<file path="src/rtl/assert_macros.svh">
// Assertion macros used by the top-level RTL file.
// Bodies refer to clk and rst_n of the module that uses them.
`ifndef ASSERT_MACROS_SVH
`define ASSERT_MACROS_SVH

// Same-cycle implication, checked out of reset
`define ROVG_ASSERT_IMP(name, ante, cons, msg) \
    name: assert property (@(posedge clk) disable iff (!rst_n) (ante) |-> (cons)) \
        else $error(msg);

// Next-cycle implication, checked out of reset
`define ROVG_ASSERT_NXT(name, ante, cons, msg) \
    name: assert property (@(posedge clk) disable iff (!rst_n) (ante) |=> (cons)) \
        else $error(msg);

`endif

</file>
<file path="src/rtl/rovg_pkg.sv">
`timescale 1ns / 1ps
// Shared types, constants and helper functions of the radial outline vertex generator.
// No dependencies; used by every RTL module of the block.
package rovg_pkg;

    // Field and register widths
    localparam int RADIUS_W   = 16;
    localparam int PCOUNT_W   = 9;
    localparam int PHASE_W    = 16;
    localparam int IRAD_W     = 16;
    localparam int COORD_W    = 20;
    localparam int VNUM_W     = 10;
    localparam int CFG_IDX_W  = 2;
    localparam int CFG_DATA_W = 16;

    // Parameter defaults
    localparam int DEF_INTERP_FACTOR = 4;
    localparam int DEF_MAX_POINTS    = 256;
    localparam int MIN_POINTS        = 3;

    // Configuration register indexes
    localparam logic [CFG_IDX_W-1:0] CFG_POINT_COUNT = 2'd0;
    localparam logic [CFG_IDX_W-1:0] CFG_PHASE_STEP  = 2'd1;
    localparam logic [CFG_IDX_W-1:0] CFG_ITEM_RADIUS = 2'd2;

    // Configuration reset values
    localparam logic [PCOUNT_W-1:0] PCOUNT_RST = 9'd3;
    localparam logic [PHASE_W-1:0]  PSTEP_RST  = 16'd5461;
    localparam logic [IRAD_W-1:0]   IRAD_RST   = 16'd16;

    // Quarter-wave polynomial coefficients, Q14
    localparam logic [15:0] SIN_A    = 16'd25736;
    localparam logic [15:0] SIN_B    = 16'd10512;
    localparam logic [15:0] SIN_C    = 16'd1160;
    localparam logic [15:0] Q14_ONE  = 16'd16384;

    // Shared multiplier geometry
    localparam int MUL_A_W = 33;
    localparam int MUL_B_W = 24;
    localparam int MUL_P_W = MUL_A_W + MUL_B_W;

    // Output saturation limits
    localparam logic signed [COORD_W-1:0] COORD_MAX = 20'sh7FFFF;
    localparam logic signed [COORD_W-1:0] COORD_MIN = 20'sh80000;

    // Per-vertex micro-steps of the shared multiplier
    typedef enum logic [3:0] {
        U_DIV = 4'd0,   // sub-radius numerator times reciprocal
        U_RQ  = 4'd1,   // correct quotient, sine x*x
        U_SX2 = 4'd2,   // sine C*x2
        U_SB  = 4'd3,   // sine (B - .)*x2
        U_SA  = 4'd4,   // sine (A - .)*x
        U_CXX = 4'd5,   // store sine, cosine x*x
        U_CX2 = 4'd6,   // cosine C*x2
        U_CB  = 4'd7,   // cosine (B - .)*x2
        U_CA  = 4'd8,   // cosine (A - .)*x
        U_RS  = 4'd9,   // store cosine, r*sin
        U_RC  = 4'd10,  // store x weight, r*cos
        U_IX  = 4'd11,  // store y weight, radius*x weight
        U_IY  = 4'd12,  // store x, radius*y weight
        U_VY  = 4'd13   // load output register
    } step_t;

    // Controller to datapath commands
    typedef struct packed {
        logic  first_load;
        logic  capture;
        logic  seg_load;
        logic  closing;
        logic  step_en;
        step_t step;
        logic  emit;
        logic  last_vertex;
        logic  finish;
        logic  finish_last;
    } cmd_t;

    // Datapath to controller status
    typedef struct packed {
        logic count_ok;
        logic is_first;
        logic is_last;
        logic out_free;
    } stat_t;

    // Round a Q14 product half up back to Q14
    function automatic logic [15:0] q14_round(input logic signed [MUL_P_W-1:0] p);
        logic [MUL_P_W-1:0] t;
        t = MUL_P_W'(p) + MUL_P_W'(8192);
        return t[29:14];
    endfunction

    // Fold a turn fraction onto the rising quarter-wave, Q0.14 (0..16384)
    function automatic logic [14:0] fold_x(input logic [PHASE_W-1:0] p);
        logic [14:0] frac;
        frac = {1'b0, p[13:0]};
        return p[14] ? (Q14_ONE[14:0] - frac) : frac;
    endfunction

    // Clamp a quarter-wave value and apply the half-turn sign
    function automatic logic signed [15:0] sine_sign(input logic [15:0] v,
                                                     input logic neg);
        logic [15:0] s;
        s = (v > Q14_ONE) ? Q14_ONE : v;
        return neg ? -$signed(s) : $signed(s);
    endfunction

    // Scale down by 2^28 rounding half up, then saturate to the coordinate range
    function automatic logic signed [COORD_W-1:0] coord_sat(
        input logic signed [MUL_P_W-1:0] p);
        logic signed [MUL_P_W-1:0] v;
        logic signed [MUL_P_W-29:0] q;
        v = p + (MUL_P_W'(1) << 27);
        q = v[MUL_P_W-1:28];
        if (q > (MUL_P_W-28)'(COORD_MAX))
            return COORD_MAX;
        else if (q < (MUL_P_W-28)'(COORD_MIN))
            return COORD_MIN;
        else
            return q[COORD_W-1:0];
    endfunction

endpackage

</file>
<file path="src/rtl/radial_outline_vertex_gen.sv">
// Each radius that ends a segment is computed as INTERP_FACTOR vertices; the closing radius also
// computes the segment back to the first radius. Each vertex takes 13 shared multiplier steps and
// one output load. The first radius of an outline and ignored radii only update state, and the
// input stays open. A vertex waiting at the output holds the next vertex load and the input.
// Reset (rst_n, asynchronous, low) restores register defaults and clears outline state.
`timescale 1ns / 1ps
`include "assert_macros.svh"
module radial_outline_vertex_gen #(
    parameter int INTERP_FACTOR = rovg_pkg::DEF_INTERP_FACTOR,
    parameter int MAX_POINTS    = rovg_pkg::DEF_MAX_POINTS
) (
    input  logic                                 clk,
    input  logic                                 rst_n,
    input  logic                                 cfg_valid,
    output logic                                 cfg_ready,
    input  logic [rovg_pkg::CFG_IDX_W-1:0]       cfg_index,
    input  logic [rovg_pkg::CFG_DATA_W-1:0]      cfg_data,
    input  logic                                 in_valid,
    output logic                                 in_ready,
    input  logic [rovg_pkg::RADIUS_W-1:0]        radius,
    output logic                                 out_valid,
    input  logic                                 out_ready,
    output logic signed [rovg_pkg::COORD_W-1:0]  vertex_x,
    output logic signed [rovg_pkg::COORD_W-1:0]  vertex_y,
    output logic [rovg_pkg::VNUM_W-1:0]          vertex_number,
    output logic                                 outline_done
);
    import rovg_pkg::*;

    cmd_t  cmd;
    stat_t stat;
    logic  in_drop;

    // Sequencer
    rovg_ctrl #(
        .INTERP_FACTOR (INTERP_FACTOR)
    ) u_ctrl (
        .clk      (clk),
        .rst_n    (rst_n),
        .in_valid (in_valid),
        .in_ready (in_ready),
        .stat     (stat),
        .cmd      (cmd)
    );

    // Arithmetic and state
    rovg_datapath #(
        .INTERP_FACTOR (INTERP_FACTOR),
        .MAX_POINTS    (MAX_POINTS)
    ) u_datapath (
        .clk           (clk),
        .rst_n         (rst_n),
        .cfg_valid     (cfg_valid),
        .cfg_ready     (cfg_ready),
        .cfg_index     (cfg_index),
        .cfg_data      (cfg_data),
        .radius        (radius),
        .out_valid     (out_valid),
        .out_ready     (out_ready),
        .vertex_x      (vertex_x),
        .vertex_y      (vertex_y),
        .vertex_number (vertex_number),
        .outline_done  (outline_done),
        .cmd           (cmd),
        .stat          (stat)
    );

    // Radius taken while the count is too short
    assign in_drop = in_valid && in_ready && !stat.count_ok;

    // Never load a vertex over one still waiting at the output
    `ROVG_ASSERT_IMP(a_emit_slot_free, cmd.emit, stat.out_free, "vertex loaded into busy output")
    // Starting a segment keeps the input closed
    `ROVG_ASSERT_NXT(a_seg_busy, cmd.seg_load, !in_ready, "input open during segment")
    // A radius dropped for a short count leaves the block idle
    `ROVG_ASSERT_NXT(a_drop_idle, in_drop, in_ready, "dropped item left block busy")
    // A loaded vertex is offered next cycle
    `ROVG_ASSERT_NXT(a_emit_valid, cmd.emit, out_valid, "loaded vertex not offered")

endmodule

</file>
<file path="src/rtl/rovg_mult.sv">
`timescale 1ns / 1ps
// Shared signed multiplier with registered product.
// Depends on rovg_pkg for operand widths.
module rovg_mult (
    input  logic                                 clk,
    input  logic                                 en,
    input  logic signed [rovg_pkg::MUL_A_W-1:0]  a,
    input  logic signed [rovg_pkg::MUL_B_W-1:0]  b,
    output logic signed [rovg_pkg::MUL_P_W-1:0]  prod
);
    import rovg_pkg::*;

    logic signed [MUL_P_W-1:0] prod_reg;

    // Capture the product when a step runs, hold otherwise
    always_ff @(posedge clk)
    begin
        if (en)
        begin
            prod_reg <= a * b;
        end
    end

    assign prod = prod_reg;

endmodule

</file>
<file path="src/rtl/rovg_datapath.sv">
`timescale 1ns / 1ps
// Datapath: configuration registers, outline state, interpolation, sine/cosine
// polynomial and coordinate scaling around one shared multiplier, output register.
// Depends on rovg_pkg and rovg_mult.
module rovg_datapath #(
    parameter int INTERP_FACTOR = rovg_pkg::DEF_INTERP_FACTOR,
    parameter int MAX_POINTS    = rovg_pkg::DEF_MAX_POINTS
) (
    input  logic                                     clk,
    input  logic                                     rst_n,
    input  logic                                     cfg_valid,
    output logic                                     cfg_ready,
    input  logic [rovg_pkg::CFG_IDX_W-1:0]           cfg_index,
    input  logic [rovg_pkg::CFG_DATA_W-1:0]          cfg_data,
    input  logic [rovg_pkg::RADIUS_W-1:0]            radius,
    output logic                                     out_valid,
    input  logic                                     out_ready,
    output logic signed [rovg_pkg::COORD_W-1:0]      vertex_x,
    output logic signed [rovg_pkg::COORD_W-1:0]      vertex_y,
    output logic [rovg_pkg::VNUM_W-1:0]              vertex_number,
    output logic                                     outline_done,
    input  rovg_pkg::cmd_t                           cmd,
    output rovg_pkg::stat_t                          stat
);
    import rovg_pkg::*;

    localparam int NUM_W = RADIUS_W + $clog2(INTERP_FACTOR);
    localparam int DIV_K = NUM_W;
    localparam logic [MUL_B_W-1:0] RECIP = MUL_B_W'((64'd1 << DIV_K) / INTERP_FACTOR);
    localparam int CMP_W = (PCOUNT_W + 1 > $clog2(MAX_POINTS + 1)) ?
                           PCOUNT_W + 1 : $clog2(MAX_POINTS + 1);

    // Configuration
    logic [PCOUNT_W-1:0] point_count_reg;
    logic [PHASE_W-1:0]  phase_step_reg;
    logic [IRAD_W-1:0]   item_radius_reg;

    // Outline state
    logic [RADIUS_W-1:0] first_radius_reg;
    logic [RADIUS_W-1:0] prev_radius_reg;
    logic [PCOUNT_W-1:0] point_index_reg;
    logic [PHASE_W-1:0]  phase_reg;
    logic [VNUM_W-1:0]   vcnt_reg;

    // Working registers
    logic [RADIUS_W-1:0]        cur_radius_reg;
    logic [NUM_W-1:0]           num_reg;
    logic signed [RADIUS_W:0]   delta_reg;
    logic [RADIUS_W-1:0]        sub_r_reg;
    logic [15:0]                x2_reg;
    logic signed [15:0]         sin_reg;
    logic signed [15:0]         cos_reg;
    logic signed [MUL_A_W-1:0]  wx_reg;
    logic signed [MUL_A_W-1:0]  wy_reg;
    logic signed [COORD_W-1:0]  vx_reg;

    // Output register
    logic                       out_valid_reg;
    logic signed [COORD_W-1:0]  out_x_reg;
    logic signed [COORD_W-1:0]  out_y_reg;
    logic [VNUM_W-1:0]          out_num_reg;
    logic                       out_done_reg;

    // Combinational helpers
    logic signed [MUL_A_W-1:0]  mul_a;
    logic signed [MUL_B_W-1:0]  mul_b;
    logic signed [MUL_P_W-1:0]  prod;
    logic [15:0]                rnd;
    logic [PHASE_W-1:0]         phase_c;
    logic [14:0]                xs;
    logic [14:0]                xc;
    logic [RADIUS_W-1:0]        seg_a;
    logic [RADIUS_W-1:0]        seg_b;
    logic [RADIUS_W-1:0]        q0;
    logic [NUM_W-1:0]           rem;
    logic [RADIUS_W-1:0]        quot;
    logic signed [NUM_W:0]      num_sum;
    logic [CMP_W-1:0]           cnt_eff;

    assign cfg_ready = 1'b1;

    // Effective point count and outline status
    always_comb
    begin
        if (CMP_W'(point_count_reg) > CMP_W'(MAX_POINTS))
            cnt_eff = CMP_W'(MAX_POINTS);
        else
            cnt_eff = CMP_W'(point_count_reg);
        stat.count_ok = cnt_eff >= CMP_W'(MIN_POINTS);
        stat.is_first = point_index_reg == '0;
        stat.is_last  = (CMP_W'(point_index_reg) + CMP_W'(1)) >= cnt_eff;
        stat.out_free = !out_valid_reg || out_ready;
    end

    // Segment end points
    assign seg_a = cmd.closing ? cur_radius_reg : prev_radius_reg;
    assign seg_b = cmd.closing ? first_radius_reg : cur_radius_reg;

    // Quotient of the sub-radius numerator, one correction step
    assign q0   = prod[DIV_K+RADIUS_W-1:DIV_K];
    assign rem  = num_reg - NUM_W'(32'(q0) * INTERP_FACTOR);
    assign quot = (rem >= NUM_W'(INTERP_FACTOR)) ? q0 + 1'b1 : q0;

    assign num_sum = $signed({1'b0, num_reg}) + (NUM_W+1)'(delta_reg);

    // Polynomial operands
    assign rnd     = q14_round(prod);
    assign phase_c = phase_reg + Q14_ONE;
    assign xs      = fold_x(phase_reg);
    assign xc      = fold_x(phase_c);

    // Select multiplier operands for the current step
    always_comb
    begin
        mul_a = '0;
        mul_b = '0;
        case (cmd.step)
            U_DIV:
            begin
                mul_a = MUL_A_W'(num_reg);
                mul_b = RECIP;
            end
            U_RQ:
            begin
                mul_a = MUL_A_W'(xs);
                mul_b = MUL_B_W'(xs);
            end
            U_SX2, U_CX2:
            begin
                mul_a = MUL_A_W'(SIN_C);
                mul_b = MUL_B_W'(rnd);
            end
            U_SB, U_CB:
            begin
                mul_a = MUL_A_W'(SIN_B - rnd);
                mul_b = MUL_B_W'(x2_reg);
            end
            U_SA:
            begin
                mul_a = MUL_A_W'(SIN_A - rnd);
                mul_b = MUL_B_W'(xs);
            end
            U_CXX:
            begin
                mul_a = MUL_A_W'(xc);
                mul_b = MUL_B_W'(xc);
            end
            U_CA:
            begin
                mul_a = MUL_A_W'(SIN_A - rnd);
                mul_b = MUL_B_W'(xc);
            end
            U_RS:
            begin
                mul_a = MUL_A_W'(sin_reg);
                mul_b = MUL_B_W'(sub_r_reg);
            end
            U_RC:
            begin
                mul_a = MUL_A_W'(cos_reg);
                mul_b = MUL_B_W'(sub_r_reg);
            end
            U_IX:
            begin
                mul_a = wx_reg;
                mul_b = MUL_B_W'(item_radius_reg);
            end
            U_IY:
            begin
                mul_a = wy_reg;
                mul_b = MUL_B_W'(item_radius_reg);
            end
            default:
            begin
                mul_a = '0;
                mul_b = '0;
            end
        endcase
    end

    rovg_mult u_mult (
        .clk  (clk),
        .en   (cmd.step_en),
        .a    (mul_a),
        .b    (mul_b),
        .prod (prod)
    );

    // Configuration writes
    always_ff @(posedge clk or negedge rst_n)
    begin
        if (!rst_n)
        begin
            point_count_reg <= PCOUNT_RST;
            phase_step_reg  <= PSTEP_RST;
            item_radius_reg <= IRAD_RST;
        end
        else if (cfg_valid && cfg_ready)
        begin
            case (cfg_index)
                CFG_POINT_COUNT: point_count_reg <= cfg_data[PCOUNT_W-1:0];
                CFG_PHASE_STEP:  phase_step_reg  <= cfg_data[PHASE_W-1:0];
                CFG_ITEM_RADIUS: item_radius_reg <= cfg_data[IRAD_W-1:0];
                default:         point_count_reg <= point_count_reg;
            endcase
        end
    end

    // Outline state: start, per-vertex advance, end of item
    always_ff @(posedge clk or negedge rst_n)
    begin
        if (!rst_n)
        begin
            first_radius_reg <= '0;
            prev_radius_reg  <= '0;
            point_index_reg  <= '0;
            phase_reg        <= '0;
            vcnt_reg         <= '0;
        end
        else
        begin
            if (cmd.first_load)
            begin
                first_radius_reg <= radius;
                prev_radius_reg  <= radius;
                point_index_reg  <= PCOUNT_W'(1);
                phase_reg        <= '0;
                vcnt_reg         <= '0;
            end
            if (cmd.emit)
            begin
                phase_reg <= phase_reg + phase_step_reg;
                vcnt_reg  <= vcnt_reg + 1'b1;
            end
            if (cmd.finish)
            begin
                prev_radius_reg <= cur_radius_reg;
                point_index_reg <= cmd.finish_last ? '0 : point_index_reg + 1'b1;
            end
        end
    end

    // Working registers of the vertex computation
    always_ff @(posedge clk)
    begin
        if (cmd.capture)
        begin
            cur_radius_reg <= radius;
        end
        if (cmd.seg_load)
        begin
            num_reg   <= NUM_W'(32'(seg_a) * INTERP_FACTOR + INTERP_FACTOR / 2);
            delta_reg <= $signed({1'b0, seg_b}) - $signed({1'b0, seg_a});
        end
        if (cmd.emit)
        begin
            num_reg <= num_sum[NUM_W-1:0];
        end
        if (cmd.step_en)
        begin
            case (cmd.step)
                U_RQ:          sub_r_reg <= quot;
                U_SX2, U_CX2:  x2_reg    <= rnd;
                U_CXX:         sin_reg   <= sine_sign(rnd, phase_reg[PHASE_W-1]);
                U_RS:          cos_reg   <= sine_sign(rnd, phase_c[PHASE_W-1]);
                U_RC:          wx_reg    <= MUL_A_W'(prod + (MUL_P_W'(1) << 28));
                U_IX:          wy_reg    <= MUL_A_W'(prod + (MUL_P_W'(1) << 28));
                U_IY:          vx_reg    <= coord_sat(prod);
                default:       vx_reg    <= vx_reg;
            endcase
        end
    end

    // Output register valid
    always_ff @(posedge clk or negedge rst_n)
    begin
        if (!rst_n)
        begin
            out_valid_reg <= 1'b0;
        end
        else if (cmd.emit)
        begin
            out_valid_reg <= 1'b1;
        end
        else if (out_ready)
        begin
            out_valid_reg <= 1'b0;
        end
    end

    // Output register payload
    always_ff @(posedge clk)
    begin
        if (cmd.emit)
        begin
            out_x_reg    <= vx_reg;
            out_y_reg    <= coord_sat(prod);
            out_num_reg  <= vcnt_reg;
            out_done_reg <= cmd.last_vertex;
        end
    end

    assign out_valid     = out_valid_reg;
    assign vertex_x      = out_x_reg;
    assign vertex_y      = out_y_reg;
    assign vertex_number = out_num_reg;
    assign outline_done  = out_done_reg;

endmodule

</file>
<file path="src/rtl/rovg_ctrl.sv">
`timescale 1ns / 1ps
// Controller: accepts radii, walks segments, sub-steps and multiplier micro-steps.
// Depends on rovg_pkg for the command, status and step types.
module rovg_ctrl #(
    parameter int INTERP_FACTOR = rovg_pkg::DEF_INTERP_FACTOR
) (
    input  logic             clk,
    input  logic             rst_n,
    input  logic             in_valid,
    output logic             in_ready,
    input  rovg_pkg::stat_t  stat,
    output rovg_pkg::cmd_t   cmd
);
    import rovg_pkg::*;

    localparam int SUB_W = (INTERP_FACTOR > 1) ? $clog2(INTERP_FACTOR) : 1;

    typedef enum logic [2:0] {
        ST_IDLE = 3'b001,
        ST_SEG  = 3'b010,
        ST_CALC = 3'b100
    } state_t;

    state_t           state_reg, state_next;
    step_t            step_reg, step_next;
    logic [SUB_W-1:0] sub_reg, sub_next;
    logic             closing_reg, closing_next;
    logic             last_reg, last_next;
    logic             last_sub;
    logic             accept;

    assign in_ready = state_reg == ST_IDLE;
    assign accept   = in_valid && in_ready;
    assign last_sub = sub_reg == SUB_W'(INTERP_FACTOR - 1);

    // Sequence items, segments and micro-steps
    always_comb
    begin
        state_next   = state_reg;
        step_next    = step_reg;
        sub_next     = sub_reg;
        closing_next = closing_reg;
        last_next    = last_reg;
        cmd          = '0;
        cmd.step     = step_reg;
        cmd.closing  = closing_reg;

        case (state_reg)
            ST_IDLE:
            begin
                if (accept && stat.count_ok)
                begin
                    if (stat.is_first)
                    begin
                        cmd.first_load = 1'b1;
                    end
                    else
                    begin
                        cmd.capture  = 1'b1;
                        last_next    = stat.is_last;
                        closing_next = 1'b0;
                        state_next   = ST_SEG;
                    end
                end
            end
            ST_SEG:
            begin
                cmd.seg_load = 1'b1;
                sub_next     = '0;
                step_next    = U_DIV;
                state_next   = ST_CALC;
            end
            ST_CALC:
            begin
                if (step_reg != U_VY)
                begin
                    cmd.step_en = 1'b1;
                    case (step_reg)
                        U_DIV:   step_next = U_RQ;
                        U_RQ:    step_next = U_SX2;
                        U_SX2:   step_next = U_SB;
                        U_SB:    step_next = U_SA;
                        U_SA:    step_next = U_CXX;
                        U_CXX:   step_next = U_CX2;
                        U_CX2:   step_next = U_CB;
                        U_CB:    step_next = U_CA;
                        U_CA:    step_next = U_RS;
                        U_RS:    step_next = U_RC;
                        U_RC:    step_next = U_IX;
                        U_IX:    step_next = U_IY;
                        U_IY:    step_next = U_VY;
                        default: step_next = U_DIV;
                    endcase
                end
                else if (stat.out_free)
                begin
                    // Hand the vertex to the output register
                    cmd.step_en     = 1'b1;
                    cmd.emit        = 1'b1;
                    cmd.last_vertex = closing_reg && last_sub;
                    step_next       = U_DIV;
                    if (!last_sub)
                    begin
                        sub_next = sub_reg + 1'b1;
                    end
                    else if (last_reg && !closing_reg)
                    begin
                        closing_next = 1'b1;
                        state_next   = ST_SEG;
                    end
                    else
                    begin
                        cmd.finish      = 1'b1;
                        cmd.finish_last = last_reg;
                        state_next      = ST_IDLE;
                    end
                end
            end
            default:
            begin
                state_next = ST_IDLE;
            end
        endcase
    end

    always_ff @(posedge clk or negedge rst_n)
    begin
        if (!rst_n)
        begin
            state_reg   <= ST_IDLE;
            step_reg    <= U_DIV;
            sub_reg     <= '0;
            closing_reg <= 1'b0;
            last_reg    <= 1'b0;
        end
        else
        begin
            state_reg   <= state_next;
            step_reg    <= step_next;
            sub_reg     <= sub_next;
            closing_reg <= closing_next;
            last_reg    <= last_next;
        end
    end

endmodule

</file>
<file path="config.mk">
export PLATFORM = sky130hd
export DESIGN_NAME = radial_outline_vertex_gen
export DESIGN_NICKNAME = d
export VERILOG_FILES = /design/src/rtl/rovg_pkg.sv /design/src/rtl/radial_outline_vertex_gen.sv /design/src/rtl/rovg_mult.sv /design/src/rtl/rovg_datapath.sv /design/src/rtl/rovg_ctrl.sv
export VERILOG_INCLUDE_DIRS = /design/src /design/src/rtl
export SDC_FILE = /design/constraint.sdc
export NUM_CORES = 2
export LEC_CHECK = 0
export BUFFER_PORTS_ARGS = -buffer_cell sky130_fd_sc_hd__buf_2
export CAP_MARGIN = 5
export CELL_PAD_IN_SITES_DETAIL_PLACEMENT = 0
export CELL_PAD_IN_SITES_GLOBAL_PLACEMENT = 1
export CORE_UTILIZATION = 40
export DETAILED_ROUTE_END_ITERATION = 8
export PLACE_DENSITY_LB_ADDON = 0.1
export SETUP_SLACK_MARGIN = 0.1
export SYNTH_ARGS = -nofsm -noshare
export SYNTH_HDL_FRONTEND = slang
export SYNTH_HIERARCHICAL = 1
export SYNTH_SLANG_ARGS = --single-unit
</file>
<file path="constraint.sdc">
create_clock -name clk -period 11.75 [get_ports clk]
set_input_delay 1.175 -clock clk [delete_from_list [all_inputs] [get_ports clk]]
set_output_delay 1.175 -clock clk [all_outputs]
set_load 0.01 [all_outputs]
</file>
# Word-level counts from Yosys, hierarchy flattened
# Memory sizes are Yosys's and may differ from the RTL's.
# Cells that the tools add are included.
[word_totals]
mem_bits_ro = 64
out_inout_bits = 54
ramBits = 0
mem_count = 1
latch_bits = 0
input_bits = 39
register_bits = 423
[memory_table]
columns = ["memory", "depth", "width", "rd", "rd_ports_with_merged_regs", "wr", "line", "text"]
rows = [
  ["(name not given)", 16, 4, 1, 0, 0, "rovg_ctrl.sv:78", "case (step_reg)"],
]
[op_classes]
n_eq_ne = 27
muxes = 60
shift = 0
reduce_logical = 39
add_sub_neg = 19
div_mod_pow = 0
magnitude_cmp = 7
mul = 1
n_bitwise = 3
[op_table]
columns = ["cell", "count"]
rows = [
  ["one-hot mux 33 bit (10 select lines)", 1],
  ["two-way mux 16 bit", 10],
  ["one-hot mux 17 bit (7 select lines)", 1],
  ["adder 51 x 29 -> 52 bit (second input constant)", 1],
  ["multiplier 33 x 18 -> 51 bit", 1],
  ["two-way mux 20 bit", 2],
  ["two-way mux 18 bit", 2],
  ["two-way mux 9 bit", 4],
  ["adder 33 x 30 -> 33 bit (second input constant)", 1],
  ["adder 30 x 15 -> 30 bit (second input constant)", 1],
  ["two-way mux 15 bit", 2],
  ["subtractor 15 x 14 -> 15 bit (first input constant)", 2],
  ["> comparator 29 x 20 -> 1 bit (second input constant)", 1],
  ["< comparator 29 x 20 -> 1 bit (second input constant)", 1],
  ["AND reduction 2 bit", 11],
  ["== test 4 bit (second input constant)", 5],
  ["two-way mux 10 bit", 2],
  ["two-way mux 4 bit", 5],
  ["adder 18 x 17 -> 18 bit", 1],
  ["adder 18 x 2 -> 18 bit (second input constant)", 1],
  ["greater-or-equal comparator 18 x 3 -> 1 bit (second input constant)", 1],
  ["subtractor 18 bit", 1],
  ["subtractor 14 x 16 -> 17 bit (first input constant)", 1],
  ["subtractor 15 x 16 -> 17 bit (first input constant)", 1],
  ["46 further kinds", 97],
]

# Depth between registers and ports, before layout
[logic_depth]
word_depth = 9
depth_mapped = 39
depth_no_buf = 36

# Cells and area by module
# The synthesis kept the hierarchy.
[modules_own_cells]
columns = ["module", "n_inst", "cells_each", "seq_area_each_um2", "area_per_inst_um2"]
rows = [
  ["rovg_mult", 1, 3123, 1711.6, 29533.3],
  ["rovg_datapath", 1, 1932, 10307.4, 20668.6],
  ["rovg_ctrl", 1, 71, 276.5, 705.7],
]

# Worst setup path after synthesis
# OpenSTA, ideal clock, no wires.
[synth_timing]
path_type = "register -> register"
from = "register u_datapath.u_mult.prod_reg[18] (netlist: u_datapath/u_mult/prod[18])"
to = "register u_datapath/u_mult/prod[56] (netlist name)"
setup_slack_ns = 2.134
stages_incl_launch_ff = 37
t_arrival_ns = 9.336
t_required_ns = 11.470
path_buffers = 3
cell_sequence = "edfxtp_1 -> ha_1 -> clkbuf_1 -> nand4_1 -> or4_4 -> nor3_1 -> xnor2_1 -> inv_1 -> nor2_1 -> o31ai_1 -> a221oi_4 -> nand3_1 -> clkbuf_1 -> nand2_1 -> inv_1 -> fa_1 -> fa_1 -> inv_1 -> fa_1 -> inv_1 -> fa_1 -> fa_1 -> fa_1 -> inv_1 -> fa_1 -> inv_1 -> ha_1 -> buf_2 -> a21oi_1 -> o21ai_1 -> nor4_1 -> nand2_1 -> o21ai_0 -> a211oi_2 -> a31oi_1 -> o21a_1 -> o211ai_1"
[synth_between]
elab_chain_len = 4
[synth_lines]
columns = ["item", "line", "text"]
rows = [
  ["start, declared", "rovg_mult.sv:13", "logic signed [MUL_P_W-1:0] prod_reg;"],
  ["start signal, assigned", "rovg_mult.sv:20", "prod_reg <= a * b;"],
  ["adder 30 x 15 -> 30 bit (*)", "rovg_pkg.sv:89", "t = MUL_P_W'(p) + MUL_P_W'(8192);"],
  ["via u_datapath.rnd[12]", "rovg_datapath.sv:68", "logic [15:0] rnd;"],
  ["subtractor 15 x 16 -> 17 bit / subtractor 14 x 16 -> 17 bit (equally long branches)", "rovg_datapath.sv:140, rovg_datapath.sv:150, rovg_datapath.sv:135", ""],
  ["one-hot mux 33 bit (10 select lines) (*)", "rovg_datapath.sv:117", "case (cmd.step)"],
  ["via u_datapath.mul_a[32]", "rovg_datapath.sv:65", "logic signed [MUL_A_W-1:0] mul_a;"],
  ["multiplier 33 x 18 -> 51 bit (*)", "rovg_mult.sv:20", ""],
]
# The timed path passes the listed nets; every way through them passes the cells marked *.
# A chain may end at the register's enable or synchronous reset.

# Worst setup path in the final report
[layout_timing]
from = "register u_datapath.u_mult.prod_reg[18] (netlist: u_datapath/u_mult/prod[18])"
to = "register u_datapath/u_mult/prod[53] (netlist name)"
[layout_between]
elab_chain_len = 4
[layout_lines]
columns = ["item", "line"]
rows = [
  ["adder 30 x 15 -> 30 bit (*)", "rovg_pkg.sv:89"],
  ["via u_datapath.rnd[12]", "rovg_datapath.sv:68"],
  ["subtractor 15 x 16 -> 17 bit / subtractor 14 x 16 -> 17 bit (equally long branches)", "rovg_datapath.sv:140, rovg_datapath.sv:150, rovg_datapath.sv:135"],
  ["one-hot mux 33 bit (10 select lines) (*)", "rovg_datapath.sv:117"],
  ["via u_datapath.mul_a[16]", "rovg_datapath.sv:65"],
  ["multiplier 33 x 18 -> 51 bit (*)", "rovg_mult.sv:20"],
]
# Marked as above.

==> impl_results.md <==
* Fraction of layout cells with a size suffix above 1 at 8.36%
* Largest net degree at the start of global routing at 66
* Metal3 WL at 7540 um
* Clock Pin Slew Worst Setup and Hold Paths at 0.07 ns
* Total number of yosys warnings at 6
* Vias per Instance at 5.27
* Critical path's slowest cell: edfxtp_1
* CP startpoint kind: flip-flop
* Sum Neg Setup Slack at 0 ns
* ANT nets after route at 0
* Final GP Congestion at 0.919
* Footprint of the multi-input gates at 0.0346 sq mm
* Row count at 130
* Initial DRC count at 2513
* Wire length on met2 at 73300 um
* Vias in the first global route at 38000
* EDFF count, synth at 309
* Max-slew violation count at 0
* Worst EP required at 12.20 ns
* Clk_lat worst skew at 0.61 ns
* Worst Path Arrival at 11.53 ns
* FF+latch area at 0.0123 sq mm
* Fin. Hold Viols at 0
* Avg Cell Area, Syn at 9.93 sq um
* Detail Placement HPWL at 120000 um
* DIE WIDTH at 359 um
* WS Path Type: reg -> reg
* Crit-path leading delay family: adder cells
* Drt first pass iters at 6
* CTS sink cnt at 429
* Fraction of registers with async set/reset at 28.0%
* Root Buffer: clkbuf_16
* Most frequent cells after synthesis: inv_1, fa_1, nand2_1
* Status: complete, no violations
* Highest net fanout along the worst path at 24
* Initial Utilization at 40.4%
* Final setup violation count at 0
* Post-synth cell types at 104
* Max FFs per register at 57
* Drt total wl at 149000 um
* Full die area at 0.129 sq mm
* Register area share after synthesis at 24.2%
* Top Layer Used: met4
* Least-Margin Pin Slew at 1.26 ns
* First-pass GRT wire length at 233000 um
* WL met1 at 65300 um
* PortBufs at 91
* Top area cells in the synthesized netlist: fa_1, edfxtp_1, inv_1
* MaxCap Viol Count at 0
* CTS tree: built
* Peak Freq at 0.0902 GHz
* Total CTS buffers at 45
* # hold bufs at CTS at 0
* Count leader, synth: inv_1
* Layout fillers at 12400
* Vias at 36100
* Nets at 6251
* Bufs and invs on worst path at 7
* Initial antenna violation count at 6
* Share of the synthesized area in the top cell type at 31.8%
* Gate Count Post-Synth at 5126
* Yosys top cell by area: fa_1
* Clock skew at 0.0173 ns
* Relative slew slack at 15.6%
* Crit-path most repeated cell: fa_1
* Number of synthesized register bits at 429
* Critical Path End Type: flip-flop
* DR WL/cell at 21.8 um
* CP max stage delay at 0.58 ns
* Core area at 0.126 sq mm
* Final antenna diode count at 0
* Max clock buf depth at 3
* Die height at 359 um
* Area growth from synthesis to layout at 8.21%
* Total gr overflow at 0
* Io pins at 93
* Ys flop type: edfxtp_1
* Aggregate global-route resource usage at 23.9%
* Hold WC Path Type: reg -> reg
* Final period util at 94.3%
* H-tree depth at 2
* RSZ-0062 raised after global routing: false
* DR DRC count at 0
* Mapped Area at 0.0509 sq mm
* Fin crit period at 11.08 ns
## metrics by stage
stage / util [%] / setup WS [ns] / hold WS (ns) / cell area, sq um / cells
finish: 43.8 / 0.668 / 0.420 / 55100 / 6851
floorplan: - / 2.13 / 0.400 / 51100 / 5164
global placement: 42.6 / 0.703 / 0.401 / 53600 / 6767
CTS: 43.8 / 0.589 / 0.413 / 55100 / 6851
detailed placement: 42.6 / 0.639 / 0.405 / 53600 / 6767
global route: 43.8 / 0.202 / 0.424 / 55100 / 6851
## worst paths after layout
path	start	end	slack (ns)	cells past startpoint
hold / removal	u_datapath/vx_reg[2]	u_datapath/vertex_x[2]	0.42	0
min in group asynchronous	rst_n	u_datapath/prev_radius_reg[12]	0.62	1
setup reg to reg	u_datapath/u_mult/prod[18]	u_datapath/u_mult/prod[53]	0.67	34
setup / recovery	u_datapath/u_mult/prod[18]	u_datapath/u_mult/prod[53]	0.67	34
max in group asynchronous	rst_n	u_datapath/phase_step_reg[14]	9.72	2
hold reg to reg	u_datapath/vx_reg[2]	u_datapath/vertex_x[2]	0.42	0
## cells in the final DEF (no fill, tap or decap), types with 76 or more instances in the layout
cell      synthesis  final
inv_1           887    887
fa_1            809    809
nand2_1         596    596
and2_1          401    401
edfxtp_1        309    309
ha_1            239    239
nor2_1          188    185
o21ai_0         155    152
xnor2_1         150    149
a21oi_1         129    129
buf_4             4    116
dfrtp_1         109    109
buf_2            13     90
nand3_1          81     80
mux2_2           76     76
## cells by family after synthesis
logic type / count (synthesis) / share of synthesized area (%)
compound gates: 648 / 8.56
xor+xnor: 206 / 3.60
fa+ha+maj: 1048 / 37.7
buf+inv: 1145 / 8.53
flops: 429 / 24.2
mux: 121 / 2.57
other cells: 2 / 0.0148
simple gates: 1527 / 14.9
## worst register-to-register path: cells and delay by family, from the launching register on
family | cells | cell delay (ns)
AOI/OAI and AO/OA | 5 | 1.51
xor gates and xnor gates | 1 | 0.33
adders and majority gates | 9 | 4.33
buffers and inverters | 7 | 1.00
DFF | 1 | 0.58
and+or+nand+nor | 12 | 3.17
## final cells by class
cell class	instances	area share, %
clock buffer	53	2.16
clock inverter	31	0.550
inverter	892	6.08
multi-input combinational	3590	62.7
sequential	429	22.3
tap	1650	3.75
timing repair buffer	206	2.40
## metal layers
layer / track usage (%) / vias to the layer above
li1: - / 16500
met1: 32.8 / 18700
met2: 40.5 / 793
met3: 3.23 / 155
met4: 4.68 / 0
met5: 0 / -
## what timing repair did
item,CTS,global route
gates resized for setup,0,1
endpoints found under the setup margin,0,6
setup buffers,0,0
Power is left out: the tool's default activity adds up to more than one toggle a clock period on the data nets, which glitch-free logic cannot reach.
